### src/rtl/ripemd160_hash_top_defines.svh
// assertion macros for the ripemd160 hasher
`ifndef RIPEMD160_HASH_TOP_DEFINES_SVH
`define RIPEMD160_HASH_TOP_DEFINES_SVH

// assert that a condition implies another on the same edge
`define RMD_ASSERT_IMP(label, clk, rst_n, cond, prop) \
  label: assert property (@(posedge clk) disable iff (!rst_n) (cond) |-> (prop)) \
    else $error("assertion failed");

// assert that a condition implies another on the next edge
`define RMD_ASSERT_NXT(label, clk, rst_n, cond, prop) \
  label: assert property (@(posedge clk) disable iff (!rst_n) (cond) |=> (prop)) \
    else $error("assertion failed");

`endif

### src/rtl/rmd160_pkg.sv
// package: types, constants and round tables for the ripemd160 hasher
`timescale 1ns / 1ps
package rmd160_pkg;

  typedef enum logic [2:0] {
    ST_IDLE,
    ST_LOAD,
    ST_ROUND,
    ST_FOLD,
    ST_PAD,
    ST_OUT
  } state_t;

  typedef struct packed {
    logic start;
    logic busy;
  } core_ctl_t;

  localparam logic [31:0] INIT_WORD [5] = '{
    32'h67452301, 32'hefcdab89, 32'h98badcfe, 32'h10325476, 32'hc3d2e1f0};

  function automatic logic [3:0] left_sel(input logic [6:0] j);
    logic [3:0] t [80];
    t = '{4'd0,4'd1,4'd2,4'd3,4'd4,4'd5,4'd6,4'd7,4'd8,4'd9,4'd10,4'd11,4'd12,4'd13,
      4'd14,4'd15,
      4'd7,4'd4,4'd13,4'd1,4'd10,4'd6,4'd15,4'd3,4'd12,4'd0,4'd9,4'd5,4'd2,4'd14,4'd11,4'd8,
      4'd3,4'd10,4'd14,4'd4,4'd9,4'd15,4'd8,4'd1,4'd2,4'd7,4'd0,4'd6,4'd13,4'd11,4'd5,4'd12,
      4'd1,4'd9,4'd11,4'd10,4'd0,4'd8,4'd12,4'd4,4'd13,4'd3,4'd7,4'd15,4'd14,4'd5,4'd6,4'd2,
      4'd4,4'd0,4'd5,4'd9,4'd7,4'd12,4'd2,4'd10,4'd14,4'd1,4'd3,4'd8,4'd11,4'd6,4'd15,4'd13};
    return t[j];
  endfunction

  function automatic logic [3:0] right_sel(input logic [6:0] j);
    logic [3:0] t [80];
    t = '{4'd5,4'd14,4'd7,4'd0,4'd9,4'd2,4'd11,4'd4,4'd13,4'd6,4'd15,4'd8,4'd1,4'd10,4'd3,
      4'd12,
      4'd6,4'd11,4'd3,4'd7,4'd0,4'd13,4'd5,4'd10,4'd14,4'd15,4'd8,4'd12,4'd4,4'd9,4'd1,4'd2,
      4'd15,4'd5,4'd1,4'd3,4'd7,4'd14,4'd6,4'd9,4'd11,4'd8,4'd12,4'd2,4'd10,4'd0,4'd4,4'd13,
      4'd8,4'd6,4'd4,4'd1,4'd3,4'd11,4'd15,4'd0,4'd5,4'd12,4'd2,4'd13,4'd9,4'd7,4'd10,4'd14,
      4'd12,4'd15,4'd10,4'd4,4'd1,4'd5,4'd8,4'd7,4'd6,4'd2,4'd13,4'd14,4'd0,4'd3,4'd9,4'd11};
    return t[j];
  endfunction

  function automatic logic [3:0] left_rot(input logic [6:0] j);
    logic [3:0] t [80];
    t = '{4'd11,4'd14,4'd15,4'd12,4'd5,4'd8,4'd7,4'd9,4'd11,4'd13,4'd14,4'd15,4'd6,4'd7,
      4'd9,4'd8,
      4'd7,4'd6,4'd8,4'd13,4'd11,4'd9,4'd7,4'd15,4'd7,4'd12,4'd15,4'd9,4'd11,4'd7,4'd13,4'd12,
      4'd11,4'd13,4'd6,4'd7,4'd14,4'd9,4'd13,4'd15,4'd14,4'd8,4'd13,4'd6,4'd5,4'd12,4'd7,4'd5,
      4'd11,4'd12,4'd14,4'd15,4'd14,4'd15,4'd9,4'd8,4'd9,4'd14,4'd5,4'd6,4'd8,4'd6,4'd5,4'd12,
      4'd9,4'd15,4'd5,4'd11,4'd6,4'd8,4'd13,4'd12,4'd5,4'd12,4'd13,4'd14,4'd11,4'd8,4'd5,4'd6};
    return t[j];
  endfunction

  function automatic logic [3:0] right_rot(input logic [6:0] j);
    logic [3:0] t [80];
    t = '{4'd8,4'd9,4'd9,4'd11,4'd13,4'd15,4'd15,4'd5,4'd7,4'd7,4'd8,4'd11,4'd14,4'd14,
      4'd12,4'd6,
      4'd9,4'd13,4'd15,4'd7,4'd12,4'd8,4'd9,4'd11,4'd7,4'd7,4'd12,4'd7,4'd6,4'd15,4'd13,4'd11,
      4'd9,4'd7,4'd15,4'd11,4'd8,4'd6,4'd6,4'd14,4'd12,4'd13,4'd5,4'd14,4'd13,4'd13,4'd7,4'd5,
      4'd15,4'd5,4'd8,4'd11,4'd14,4'd14,4'd6,4'd14,4'd6,4'd9,4'd12,4'd9,4'd12,4'd5,4'd15,4'd8,
      4'd8,4'd5,4'd12,4'd9,4'd12,4'd5,4'd14,4'd6,4'd8,4'd13,4'd6,4'd5,4'd15,4'd13,4'd11,4'd11};
    return t[j];
  endfunction

  function automatic logic [31:0] left_k(input logic [2:0] g);
    case (g)
      3'd0: return 32'h00000000;
      3'd1: return 32'h5a827999;
      3'd2: return 32'h6ed9eba1;
      3'd3: return 32'h8f1bbcdc;
      default: return 32'ha953fd4e;
    endcase
  endfunction

  function automatic logic [31:0] right_k(input logic [2:0] g);
    case (g)
      3'd0: return 32'h50a28be6;
      3'd1: return 32'h5c4dd124;
      3'd2: return 32'h6d703ef3;
      3'd3: return 32'h7a6d76e9;
      default: return 32'h00000000;
    endcase
  endfunction

  function automatic logic [31:0] boolfn(input logic [2:0] f, input logic [31:0] x,
                                         input logic [31:0] y, input logic [31:0] z);
    case (f)
      3'd0: return x ^ y ^ z;
      3'd1: return (x & y) | (~x & z);
      3'd2: return (x | ~y) ^ z;
      3'd3: return (x & z) | (y & ~z);
      default: return x ^ (y | ~z);
    endcase
  endfunction

  function automatic logic [31:0] rotl(input logic [31:0] x, input logic [3:0] n);
    logic [63:0] d;
    d = {x, x} << n;
    return d[63:32];
  endfunction

endpackage

### src/rtl/rmd160_ram.sv
// generic single-port write, single-port read ram with registered read
`timescale 1ns / 1ps
module rmd160_ram #(
  parameter int WIDTH = 32,
  parameter int DEPTH = 16
) (
  input  logic                     clk,
  input  logic                     we,
  input  logic [$clog2(DEPTH)-1:0] waddr,
  input  logic [WIDTH-1:0]         wdata,
  input  logic [$clog2(DEPTH)-1:0] raddr,
  output logic [WIDTH-1:0]         rdata
);
  logic [WIDTH-1:0] mem [DEPTH];

  always_ff @(posedge clk) begin
    if (we) begin
      mem[waddr] <= wdata;
    end
    rdata <= mem[raddr];
  end
endmodule

### src/rtl/rmd160_core.sv
// compression core: 80 two-line rounds reading message words from the block ram
`timescale 1ns / 1ps
module rmd160_core (
  input  logic                   clk,
  input  logic                   rst_n,
  input  rmd160_pkg::core_ctl_t  ctl_in,
  output logic [3:0]             raddr,
  input  logic [31:0]            rdata,
  output logic                   done,
  output logic [31:0]            cv0,
  output logic [31:0]            cv1,
  output logic [31:0]            cv2,
  output logic [31:0]            cv3,
  output logic [31:0]            cv4,
  input  logic                   cv_reset
);
  import rmd160_pkg::*;

  // phase: 0 issues left read, 1 captures left word and issues right read, 2 computes both lines
  logic [6:0]  rnd_r, rnd_nxt;
  logic [1:0]  ph_r, ph_nxt;
  logic        run_r, run_nxt;
  logic [31:0] cv_r [5];
  logic [31:0] a_r, b_r, c_r, d_r, e_r;
  logic [31:0] ar_r, br_r, cr_r, dr_r, er_r;
  logic [31:0] wl_r;
  logic [2:0]  g;
  logic [31:0] tl, tr;

  assign g = 3'(rnd_r[6:4]);

  always_comb begin
    tl = rotl(a_r + boolfn(g, b_r, c_r, d_r) + wl_r + left_k(g), left_rot(rnd_r)) + e_r;
    tr = rotl(ar_r + boolfn(3'd4 - g, br_r, cr_r, dr_r) + rdata + right_k(g),
              right_rot(rnd_r)) + er_r;
  end

  always_comb begin
    raddr = (ph_r == 2'd0) ? left_sel(rnd_r) : right_sel(rnd_r);
    run_nxt = run_r;
    rnd_nxt = rnd_r;
    ph_nxt = ph_r;
    done = 1'b0;
    if (!run_r) begin
      if (ctl_in.start) begin
        run_nxt = 1'b1;
        rnd_nxt = '0;
        ph_nxt = 2'd0;
      end
    end else begin
      case (ph_r)
        2'd0: ph_nxt = 2'd1;
        2'd1: ph_nxt = 2'd2;
        default: begin
          ph_nxt = 2'd0;
          if (rnd_r == 7'd79) begin
            run_nxt = 1'b0;
            done = 1'b1;
          end else begin
            rnd_nxt = rnd_r + 7'd1;
          end
        end
      endcase
    end
  end

  // fold uses the line values as they stand after the final round
  always_ff @(posedge clk) begin
    if (!rst_n) begin
      run_r <= 1'b0;
      rnd_r <= '0;
      ph_r <= '0;
      for (int i = 0; i < 5; i++) cv_r[i] <= INIT_WORD[i];
    end else begin
      run_r <= run_nxt;
      rnd_r <= rnd_nxt;
      ph_r <= ph_nxt;
      if (cv_reset) begin
        for (int i = 0; i < 5; i++) cv_r[i] <= INIT_WORD[i];
      end else if (done) begin
        cv_r[0] <= cv_r[1] + b_r + rotl(cr_r, 4'd10);
        cv_r[1] <= cv_r[2] + rotl(c_r, 4'd10) + dr_r;
        cv_r[2] <= cv_r[3] + d_r + er_r;
        cv_r[3] <= cv_r[4] + e_r + tr;
        cv_r[4] <= cv_r[0] + tl + br_r;
      end
    end
  end

  always_ff @(posedge clk) begin
    if (!run_r && ctl_in.start) begin
      a_r <= cv_r[0]; b_r <= cv_r[1]; c_r <= cv_r[2]; d_r <= cv_r[3]; e_r <= cv_r[4];
      ar_r <= cv_r[0]; br_r <= cv_r[1]; cr_r <= cv_r[2]; dr_r <= cv_r[3]; er_r <= cv_r[4];
    end else if (run_r) begin
      if (ph_r == 2'd1) begin
        wl_r <= rdata;
      end else if (ph_r == 2'd2) begin
        a_r <= e_r; e_r <= d_r; d_r <= rotl(c_r, 4'd10); c_r <= b_r; b_r <= tl;
        ar_r <= er_r; er_r <= dr_r; dr_r <= {cr_r[21:0], cr_r[31:22]}; cr_r <= br_r;
        br_r <= tr;
      end
    end
  end

  assign cv0 = cv_r[0];
  assign cv1 = cv_r[1];
  assign cv2 = cv_r[2];
  assign cv3 = cv_r[3];
  assign cv4 = cv_r[4];
endmodule

### src/rtl/ripemd160_hash_top.sv
// Streaming RIPEMD-160 hasher. One transaction moves one message byte and/or an
// end-of-message mark; an accepted byte is stored in a 16-word block memory. A full
// block runs 80 rounds; each round reads its left and right message words in turn
// through the single read port of the block memory, so the byte that completes a
// block holds the input off while the block passes through the load, round and fold
// states. End of message writes padding one byte per cycle up to the end of the
// block and runs one or two padding blocks, then emits five digest words as five
// output transactions.
`timescale 1ns / 1ps
module ripemd160_hash_top (
  input  logic        clk,
  input  logic        rst_n,
  input  logic        in_tvalid,
  output logic        in_tready,
  input  logic [7:0]  in_tdata,  // data_byte
  input  logic [1:0]  in_tuser,  // byte_present, end_of_message
  output logic        out_tvalid,
  input  logic        out_tready,
  output logic [39:0] out_tdata, // digest_word, word_index, zero fill
  output logic        out_tlast  // last_word
);
  import rmd160_pkg::*;
  `include "ripemd160_hash_top_defines.svh"

  state_t      st_r, st_nxt;
  logic [60:0] cnt_r, cnt_nxt;
  logic [5:0]  pos_r, pos_nxt;
  logic        eom_r, eom_nxt;
  logic        two_r, two_nxt;
  logic        pad_r, pad_nxt;
  logic [2:0]  oidx_r, oidx_nxt;
  logic [31:0] wbuf_r, wbuf_nxt;
  logic        we;
  logic [3:0]  waddr;
  logic [31:0] wdata, rdata;
  logic [3:0]  raddr;
  logic        done, cv_reset;
  core_ctl_t   ctl;
  logic [31:0] cv [5];
  logic [63:0] bits;
  logic        acc, oacc;

  assign acc = in_tvalid && in_tready;
  assign oacc = out_tvalid && out_tready;
  assign bits = {cnt_r, 3'b000};

  rmd160_ram #(.WIDTH(32), .DEPTH(16)) u_blk (
    .clk(clk), .we(we), .waddr(waddr), .wdata(wdata), .raddr(raddr), .rdata(rdata));

  rmd160_core u_core (
    .clk(clk), .rst_n(rst_n), .ctl_in(ctl), .raddr(raddr), .rdata(rdata), .done(done),
    .cv0(cv[0]), .cv1(cv[1]), .cv2(cv[2]), .cv3(cv[3]), .cv4(cv[4]), .cv_reset(cv_reset));

  always_comb begin
    st_nxt = st_r;
    case (st_r)
      ST_IDLE: begin
        if (acc) begin
          if (in_tuser[0] && pos_r == 6'd63) st_nxt = ST_LOAD;
          else if (in_tuser[1]) st_nxt = ST_PAD;
        end
      end
      ST_LOAD: st_nxt = ST_ROUND;
      ST_ROUND: if (done) st_nxt = ST_FOLD;
      ST_FOLD: begin
        if (eom_r && pad_r && !two_r) st_nxt = ST_OUT;
        else if (eom_r) st_nxt = ST_PAD;
        else st_nxt = ST_IDLE;
      end
      ST_PAD: if (pos_r == 6'd63) st_nxt = ST_LOAD;
      ST_OUT: if (oacc && oidx_r == 3'd4) st_nxt = ST_IDLE;
      default: st_nxt = ST_IDLE;
    endcase
  end

  // byte writes go through a word buffer; a word is written when its top byte lands
  always_comb begin
    in_tready = (st_r == ST_IDLE);
    ctl.start = (st_r == ST_LOAD);
    ctl.busy = (st_r == ST_ROUND);
    cv_reset = 1'b0;
    out_tvalid = (st_r == ST_OUT);
    out_tdata = {5'd0, oidx_r, cv[oidx_r]};
    out_tlast = (oidx_r == 3'd4);
    cnt_nxt = cnt_r;
    pos_nxt = pos_r;
    eom_nxt = eom_r;
    two_nxt = two_r;
    pad_nxt = pad_r;
    oidx_nxt = oidx_r;
    wbuf_nxt = wbuf_r;
    we = 1'b0;
    waddr = pos_r[5:2];
    wdata = wbuf_r;
    case (st_r)
      ST_IDLE: begin
        if (acc) begin
          if (in_tuser[0]) begin
            wbuf_nxt[8*pos_r[1:0] +: 8] = in_tdata;
            wdata = wbuf_nxt;
            we = (pos_r[1:0] == 2'd3);
            pos_nxt = pos_r + 6'd1;
            cnt_nxt = cnt_r + 61'd1;
          end
          if (in_tuser[1]) begin
            eom_nxt = 1'b1;
            two_nxt = 1'b0;
          end
        end
      end
      ST_FOLD: begin
        if (eom_r && pad_r && !two_r) oidx_nxt = 3'd0;
      end
      ST_PAD: begin
        // pad byte once, then zeros, then length in the last padding block, one byte per cycle
        if (!pad_r) begin
          wbuf_nxt[8*pos_r[1:0] +: 8] = 8'h80;
          pad_nxt = 1'b1;
        end else if (pos_r >= 6'd56 && (two_r || cnt_r[5:0] < 6'd56)) begin
          wbuf_nxt[8*pos_r[1:0] +: 8] = bits[8*pos_r[2:0] +: 8];
        end else begin
          wbuf_nxt[8*pos_r[1:0] +: 8] = 8'h00;
        end
        wdata = wbuf_nxt;
        we = (pos_r[1:0] == 2'd3);
        pos_nxt = pos_r + 6'd1;
        if (pos_r == 6'd63) begin
          // a second padding block follows when the length does not fit
          two_nxt = !two_r && (cnt_r[5:0] >= 6'd56);
        end
      end
      ST_OUT: begin
        if (oacc) begin
          oidx_nxt = oidx_r + 3'd1;
          if (oidx_r == 3'd4) begin
            oidx_nxt = '0;
            cv_reset = 1'b1;
            cnt_nxt = '0;
            pos_nxt = '0;
            eom_nxt = 1'b0;
            two_nxt = 1'b0;
            pad_nxt = 1'b0;
          end
        end
      end
      default: ;
    endcase
  end

  always_ff @(posedge clk) begin
    if (!rst_n) begin
      st_r <= ST_IDLE;
      cnt_r <= '0;
      pos_r <= '0;
      eom_r <= 1'b0;
      two_r <= 1'b0;
      pad_r <= 1'b0;
      oidx_r <= '0;
    end else begin
      st_r <= st_nxt;
      cnt_r <= cnt_nxt;
      pos_r <= pos_nxt;
      eom_r <= eom_nxt;
      two_r <= two_nxt;
      pad_r <= pad_nxt;
      oidx_r <= oidx_nxt;
    end
  end

  always_ff @(posedge clk) begin
    wbuf_r <= wbuf_nxt;
  end

  `RMD_ASSERT_IMP(a_ready_idle, clk, rst_n, in_tready, st_r == ST_IDLE && !out_tvalid)
  `RMD_ASSERT_IMP(a_idx_range, clk, rst_n, out_tvalid, oidx_r <= 3'd4)
  `RMD_ASSERT_NXT(a_last_clear, clk, rst_n, oacc && out_tlast, cnt_r == 61'd0)
endmodule
### config.mk
export PLATFORM = sky130hd
export DESIGN_NAME = ripemd160_hash_top
export DESIGN_NICKNAME = d
export VERILOG_FILES = /design/src/rtl/rmd160_pkg.sv /design/src/rtl/rmd160_ram.sv /design/src/rtl/rmd160_core.sv /design/src/rtl/ripemd160_hash_top.sv
export VERILOG_INCLUDE_DIRS = /design/src /design/src/rtl
export SDC_FILE = /design/constraint.sdc
export NUM_CORES = 2
export LEC_CHECK = 0
export BUFFER_PORTS_ARGS = -buffer_cell sky130_fd_sc_hd__buf_2
export CORE_MARGIN = 1
export CORE_UTILIZATION = 25
export DETAILED_ROUTE_END_ITERATION = 10
export GPL_ROUTABILITY_DRIVEN = 0
export PLACE_DENSITY_LB_ADDON = 0.1
export SLEW_MARGIN = 25
export SYNTH_ARGS = -nofsm -noshare
export SYNTH_HDL_FRONTEND = slang
export SYNTH_SLANG_ARGS = --single-unit
### constraint.sdc
create_clock -name clk -period 29.9 [get_ports clk]
set_clock_uncertainty 0.05 [all_clocks]
set_input_delay 1.495 -clock clk [delete_from_list [all_inputs] [get_ports clk]]
set_output_delay 1.495 -clock clk [all_outputs]
set_load 0.03 [all_outputs]
## Word level (Yosys, flattened, before mapping)

Memories as Yosys holds them, arrays and structs flattened. A register that Yosys moved wholly into a read port is not among the register bits.
Index checks and enable logic that the tools add are counted.

- Div/mod/pow operators: 0
- Reductions and logical operators: 34
- Bitwise gates (word level): 43
- Mux-type cells: 138
- Add/subtract/negate cells: 24
- Order comparisons: 5
- Equal/unequal tests: 30
- Multiply operators: 0
- Shift operators: 8

Operators by type and width:

| cell | count |
|---|---|
| two-way mux 32 bit | 56 |
| adder 32 bit | 17 |
| one-hot mux 32 bit (4 select lines) | 3 |
| bitwise AND 32 bit | 8 |
| OR 32 bit | 8 |
| XOR 32 bit | 8 |
| two-way mux 61 bit | 4 |
| NOT 32 bit | 6 |
| bitwise mux 32 bit | 4 |
| left shift 64 x 4 -> 64 bit | 2 |
| one-hot mux 31 bit (4 select lines) | 1 |
| one-hot mux 61 bit (2 select lines) | 1 |
| binary-select mux 32 bit (select 3 bit) | 1 |
| variable part select 8 x 34 -> 32 bit | 2 |
| variable part select 8 x 34 -> 32 bit, first input constant | 2 |
| one-hot mux 32 bit (2 select lines) | 1 |
| variable part select 64 x 7 -> 8 bit | 1 |
| adder 61 x 1 -> 61 bit, second input constant | 1 |
| two-way mux 4 bit | 9 |
| negation 5 -> 34 bit | 1 |
| variable shift 8 x 34 -> 32 bit, first input constant | 1 |
| two-way mux 3 bit | 11 |
| adder 32 x 31 -> 32 bit | 1 |
| two-way mux 1 bit | 29 |
| other kinds (42) | 104 |

- Memories kept: 6
- Output and inout bits: 43
- Bits in writable memories: 672
- Latch bits: 0
- ROM bits: 2048
- Bits in registers: 470
- Logic and storage cells: 310

Memory list:

| memory | depth | bits a word | rd ports | clocked after Yosys merged registers in | wr ports | line | text |
|---|---|---|---|---|---|---|---|
| (no name shown) | 128 | 4 | 1 | 0 | 0 | rmd160_pkg.sv:63 | `return t[j];` |
| (no name shown) | 128 | 4 | 1 | 0 | 0 | rmd160_pkg.sv:30 | `return t[j];` |
| (no name shown) | 128 | 4 | 1 | 0 | 0 | rmd160_pkg.sv:41 | `return t[j];` |
| (no name shown) | 128 | 4 | 1 | 0 | 0 | rmd160_pkg.sv:52 | `return t[j];` |
| u_blk.mem | 16 | 32 | 1 | 1 | 1 | rmd160_ram.sv:14 | `logic [WIDTH-1:0] mem [DEPTH];` |
| u_core.cv_r | 5 | 32 | 5 | 0 | 5 | rmd160_core.sv:23 | `logic [31:0] cv_r [5];` |

## Longest topological paths before layout

- Depth after elaboration: 13
- Depth in mapped cells: 58

## Cells and area by module

From an unflattened synthesis, not the netlist that was laid out.

- Cells, all modules: 7205
- Area total of the unflattened synthesis: 76697.3 µm²

Modules (own cells, without submodules):

| module | cells each | instances | area an instance (µm²) |
|---|---|---|---|
| rmd160_core | 5528 | 1 | 49960.4 |
| rmd160_ram | 838 | 1 | 19854.0 |
| ripemd160_hash_top | 839 | 1 | 6882.9 |

## Least setup slack after synthesis

No wires, ideal clock.

- Path kind: register to register
- Start point: reg u_core.run_r
- End point: reg u_core.a_r[0] (enable)
- Arrival: 22.925 ns
- Setup slack: 5.480 ns
- Period minus slack after synthesis: 24.420 ns
- Buffers on the path: 1
- Library setup time: 1.445 ns
- Cell stages (with the launch flop): 4
- Cell sequence: dfxtp_1 -> clkbuf_1 -> nand2_1 -> o21ai_0

- Cells in the longest elaborated chain, start to end: 4
- Elaborated cells on any way between the ends: 6

Ends and longest elaborated chain:

| what | line | text |
|---|---|---|
| start: declaration | rmd160_core.sv:22 | `logic run_r, run_nxt;` |
| start signal: assignment | rmd160_core.sv:75 | `run_r <= run_nxt;` |
| zero test 1 bit | -- |  |
| logical AND 1 bit | rmd160_core.sv:91 | `if (!run_r && ctl_in.start) begin` |
| != test 2 x 1 -> 1 bit (no source line) / nonzero test 2 bit (equally long branches) | -- |  |
| AND reduction 3 bit (no source line) * | -- |  |
| end signal: assignment | rmd160_core.sv:92 | `a_r <= cv_r[0]; b_r <= cv_r[1]; c_r <= cv_r[2]; d_r <= cv_r[3]; e_r <= cv_r[4];` |
| end signal: assignment | rmd160_core.sv:98 | `a_r <= e_r; e_r <= d_r; d_r <= rotl(c_r, 4'd10); c_r <= b_r; b_r <= tl;` |
| end: declaration | rmd160_core.sv:24 | `logic [31:0] a_r, b_r, c_r, d_r, e_r;` |

Every way passes the cells marked *; elsewhere a longest branch is shown, timed or not.
A chain may end at the register's enable or synchronous reset.

==> results.json <==
{
  "cpPeakStageDelay_ns": 0.73,
  "core_area_um2": 310000,
  "num_rows": 204,
  "post_drt_via_cell_ratio": 5.02,
  "worstPathRequired_ns": 30.41,
  "syn_to_final_growth_pct": 13.7,
  "critPathCaptureType": "flop",
  "hold_viol": 0,
  "synth_ff_type": "edfxtp_1",
  "overflow": 0,
  "setup_violations": 0,
  "post-route-period-util_pct": 51.4,
  "yosysSeqAreaShare_pct": 43.2,
  "fillerInstances": 32400,
  "synth_top_area_share_pct": 39.4,
  "grt_pass1_vias": 58100,
  "rsz0062_at_grt": "false",
  "slew_violations": 0,
  "ios": 57,
  "grt_start_max_net_pins": 190,
  "drt_wl_total_mm": 334,
  "cp_common_cell": "a21oi_1",
  "tightest_slew_ns": 1.18,
  "first_iter_violations": 5150,
  "clock.fmax_ghz": 0.0650,
  "critPathLaunch": "u_core.rnd_r[6]",
  "worstPathArrival_ns": 15.89,
  "place_inst": 11400,
  "min_path_type": "flop to flop",
  "fin_nets": 8069,
  "worstSetupPathType": "flop to flop",
  "r2r-start": "u_core.rnd_r[6]",
  "grt_first_pass_wirelength_mm": 464,
  "post-cts-setup-buffers": 0,
  "synth.avg_cell_area_um2": 10.6,
  "yosys-top-cells-area": "edfxtp_1 (39%), fa_1 (7.3%), ha_1 (5.7%)",
  "cts_buffer_depth": 4,
  "stdcell_count": 11700,
  "clkTransAtPathRegs_ns": 0.06,
  "fp.dieH_um": 561,
  "max-slew-margin-rel_pct": 19.1,
  "cts_tree": "yes",
  "status": "completed",
  "synth_area_um2": 78100,
  "first_pass_iters": 6,
  "wire_per_inst_um": 28.7,
  "yosysTopAreaCell": "edfxtp_1",
  "slowest_stage": "buf_4",
  "synthArstFlopShare_pct": 0,
  "hold_buffers": 0,
  "fin_tns_setup_ns": 0,
  "grt_use_total_pct": 20.8,
  "synth_seq_cells": 1174,
  "worstSkewPairLatency_ns": 0.86,
  "netlist-cell-type-count": 107,
  "synth_edf_count": 1024,
  "maxCapViolations": 0,
  "htreeDepth": 4,
  "cts_resized": 0,
  "min-delay-start": "u_blk.rdata[27]",
  "dieWidth_um": 561,
  "initial_core_util_pct": 25.2,
  "drcViolationCount": 0,
  "synth_cells": 7386,
  "drive_above_1_share_pct": 10.0,
  "vias": 58500,
  "die_area_um2": 315000,
  "numClockSinks": 1174,
  "min_period_ns": 15.37,
  "grt_antenna_before_repair": 26,
  "hpwl_mm": 250,
  "io_buffers": 51,
  "critPathMaxFanout": 35,
  "root_buffer": "clkbuf_16",
  "ant_nets": 0,
  "synth_warnings": 0,
  "cts_inserted_buffers": 160,
  "start_kind": "flop"
}
## per-stage QoR
| stage | setup slack (ns) | hold slack, ns | instance area (um2) | util [%] |
|---|---|---|---|---|
| 2_1_floorplan | 5.48 | 0.358 | 78100 | - |
| 3_3_place_gp | 14.77 | 0.412 | 83500 | 26.9 |
| 3_5_place_dp | 14.73 | 0.405 | 83500 | 27.0 |
| 4_1_cts | 14.70 | 0.394 | 88700 | 28.6 |
| 5_1_grt | 13.91 | 0.412 | 88800 | 28.7 |
| 6_report | 14.53 | 0.392 | 88800 | 28.7 |
## sequential cells by signal (all words and copies together), names as in the netlist, 32 cells and up
name / cells
u_core.cr_r: 32
u_core.dr_r: 32
u_core.cv_r: 160
wbuf_r: 32
u_core.b_r: 32
u_core.er_r: 32
u_core.wl_r: 32
u_core.ar_r: 32
u_blk.rdata: 32
u_core.c_r: 32
u_core.a_r: 32
u_core.e_r: 32
cnt_r: 61
u_blk.mem: 512
u_core.br_r: 32
u_core.d_r: 32
## placed cells by master, fill, tap and decap left out, drive strengths merged, types with 18 or more instances in the layout
| master | count |
|---|---|
| o21a | 58 |
| nand2b | 66 |
| ha | 356 |
| a211oi | 40 |
| a31oi | 58 |
| a22o | 30 |
| nand4 | 23 |
| a22oi | 64 |
| buf | 175 |
| mux2i | 257 |
| a21o | 143 |
| mux4 | 177 |
| o22ai | 45 |
| edfxtp | 1024 |
| or2 | 22 |
| nor3 | 121 |
| mux2 | 63 |
| o21ai | 570 |
| xor2 | 185 |
| nand2 | 928 |
| and3 | 47 |
| o21bai | 18 |
| and2 | 26 |
| a21oi | 422 |
| o211ai | 43 |
| fa | 284 |
| nor2 | 403 |
| inv | 689 |
| dfxtp | 150 |
| clkbuf | 199 |
| nor2b | 111 |
| xnor2 | 228 |
| a21boi | 21 |
| clkinv | 64 |
| nand3 | 107 |
| or3 | 59 |
## critical path: cells and delay by family, from the launching register on
family                     cells  cell delay, ns
AOI/OAI and AO/OA             24            6.27
xor gates and xnor gates       4            0.76
adders and majority gates      7            2.90
buffers and inverters          6            2.08
DFF                            1            0.51
muxes                          3            0.79
and+or+nand+nor                6            1.56
## final cells by class
type | count | area [um2] | share of cell area [%]
diodes | 9 | 22.5 | 0.0254
clock buffers | 199 | 4230 | 4.77
clock inverters | 88 | 995 | 1.12
inverters | 687 | 2580 | 2.91
multi-input cells | 5217 | 40800 | 45.9
flip-flops and latches | 1174 | 33800 | 38.0
well taps | 4120 | 5150 | 5.81
repair buffers | 175 | 1280 | 1.44
## final timing paths
check	endpoint	slack (ns)	cells past startpoint
hold reg to reg	u_core.wl_r[27]	0.39	0
setup / recovery	u_core.cv_r[0][159]	14.53	50
setup reg to reg	u_core.cv_r[0][159]	14.53	50
hold / removal	u_core.wl_r[27]	0.39	0
## synthesized netlist by cell type, drive strengths merged (143+ instances only)
master,count
a21o,143
a21oi,422
clkbuf,199
dfxtp,150
edfxtp,1024
fa,284
ha,356
inv,686
mux2i,257
mux4,177
nand2,928
nor2,403
o21ai,570
xnor2,228
xor2,185
## kinds of logic (layout without fill, tap and decap cells)
logic type	after synthesis	after routing	share of synthesized area, %
AOI/OAI and AO/OA	1694	1694	13.5
xor gates and xnor gates	415	415	4.69
adders and majority gates	640	640	13.0
buffers and inverters	999	1149	5.01
DFF	1174	1174	43.2
muxes	497	497	9.31
other	1	14	0.00480
and+or+nand+nor	1966	1966	11.3
## layer usage
metal / track usage [%] / share of wire [%]
met5: 0 / 0.0096
met4: 5.56 / 2.9
met3: 2.15 / 4.6
met2: 34.0 / 46
met1: 29.2 / 46
Power is left out: the tool's default activity adds up to more than one toggle a clock period on the data nets, which glitch-free logic cannot reach.
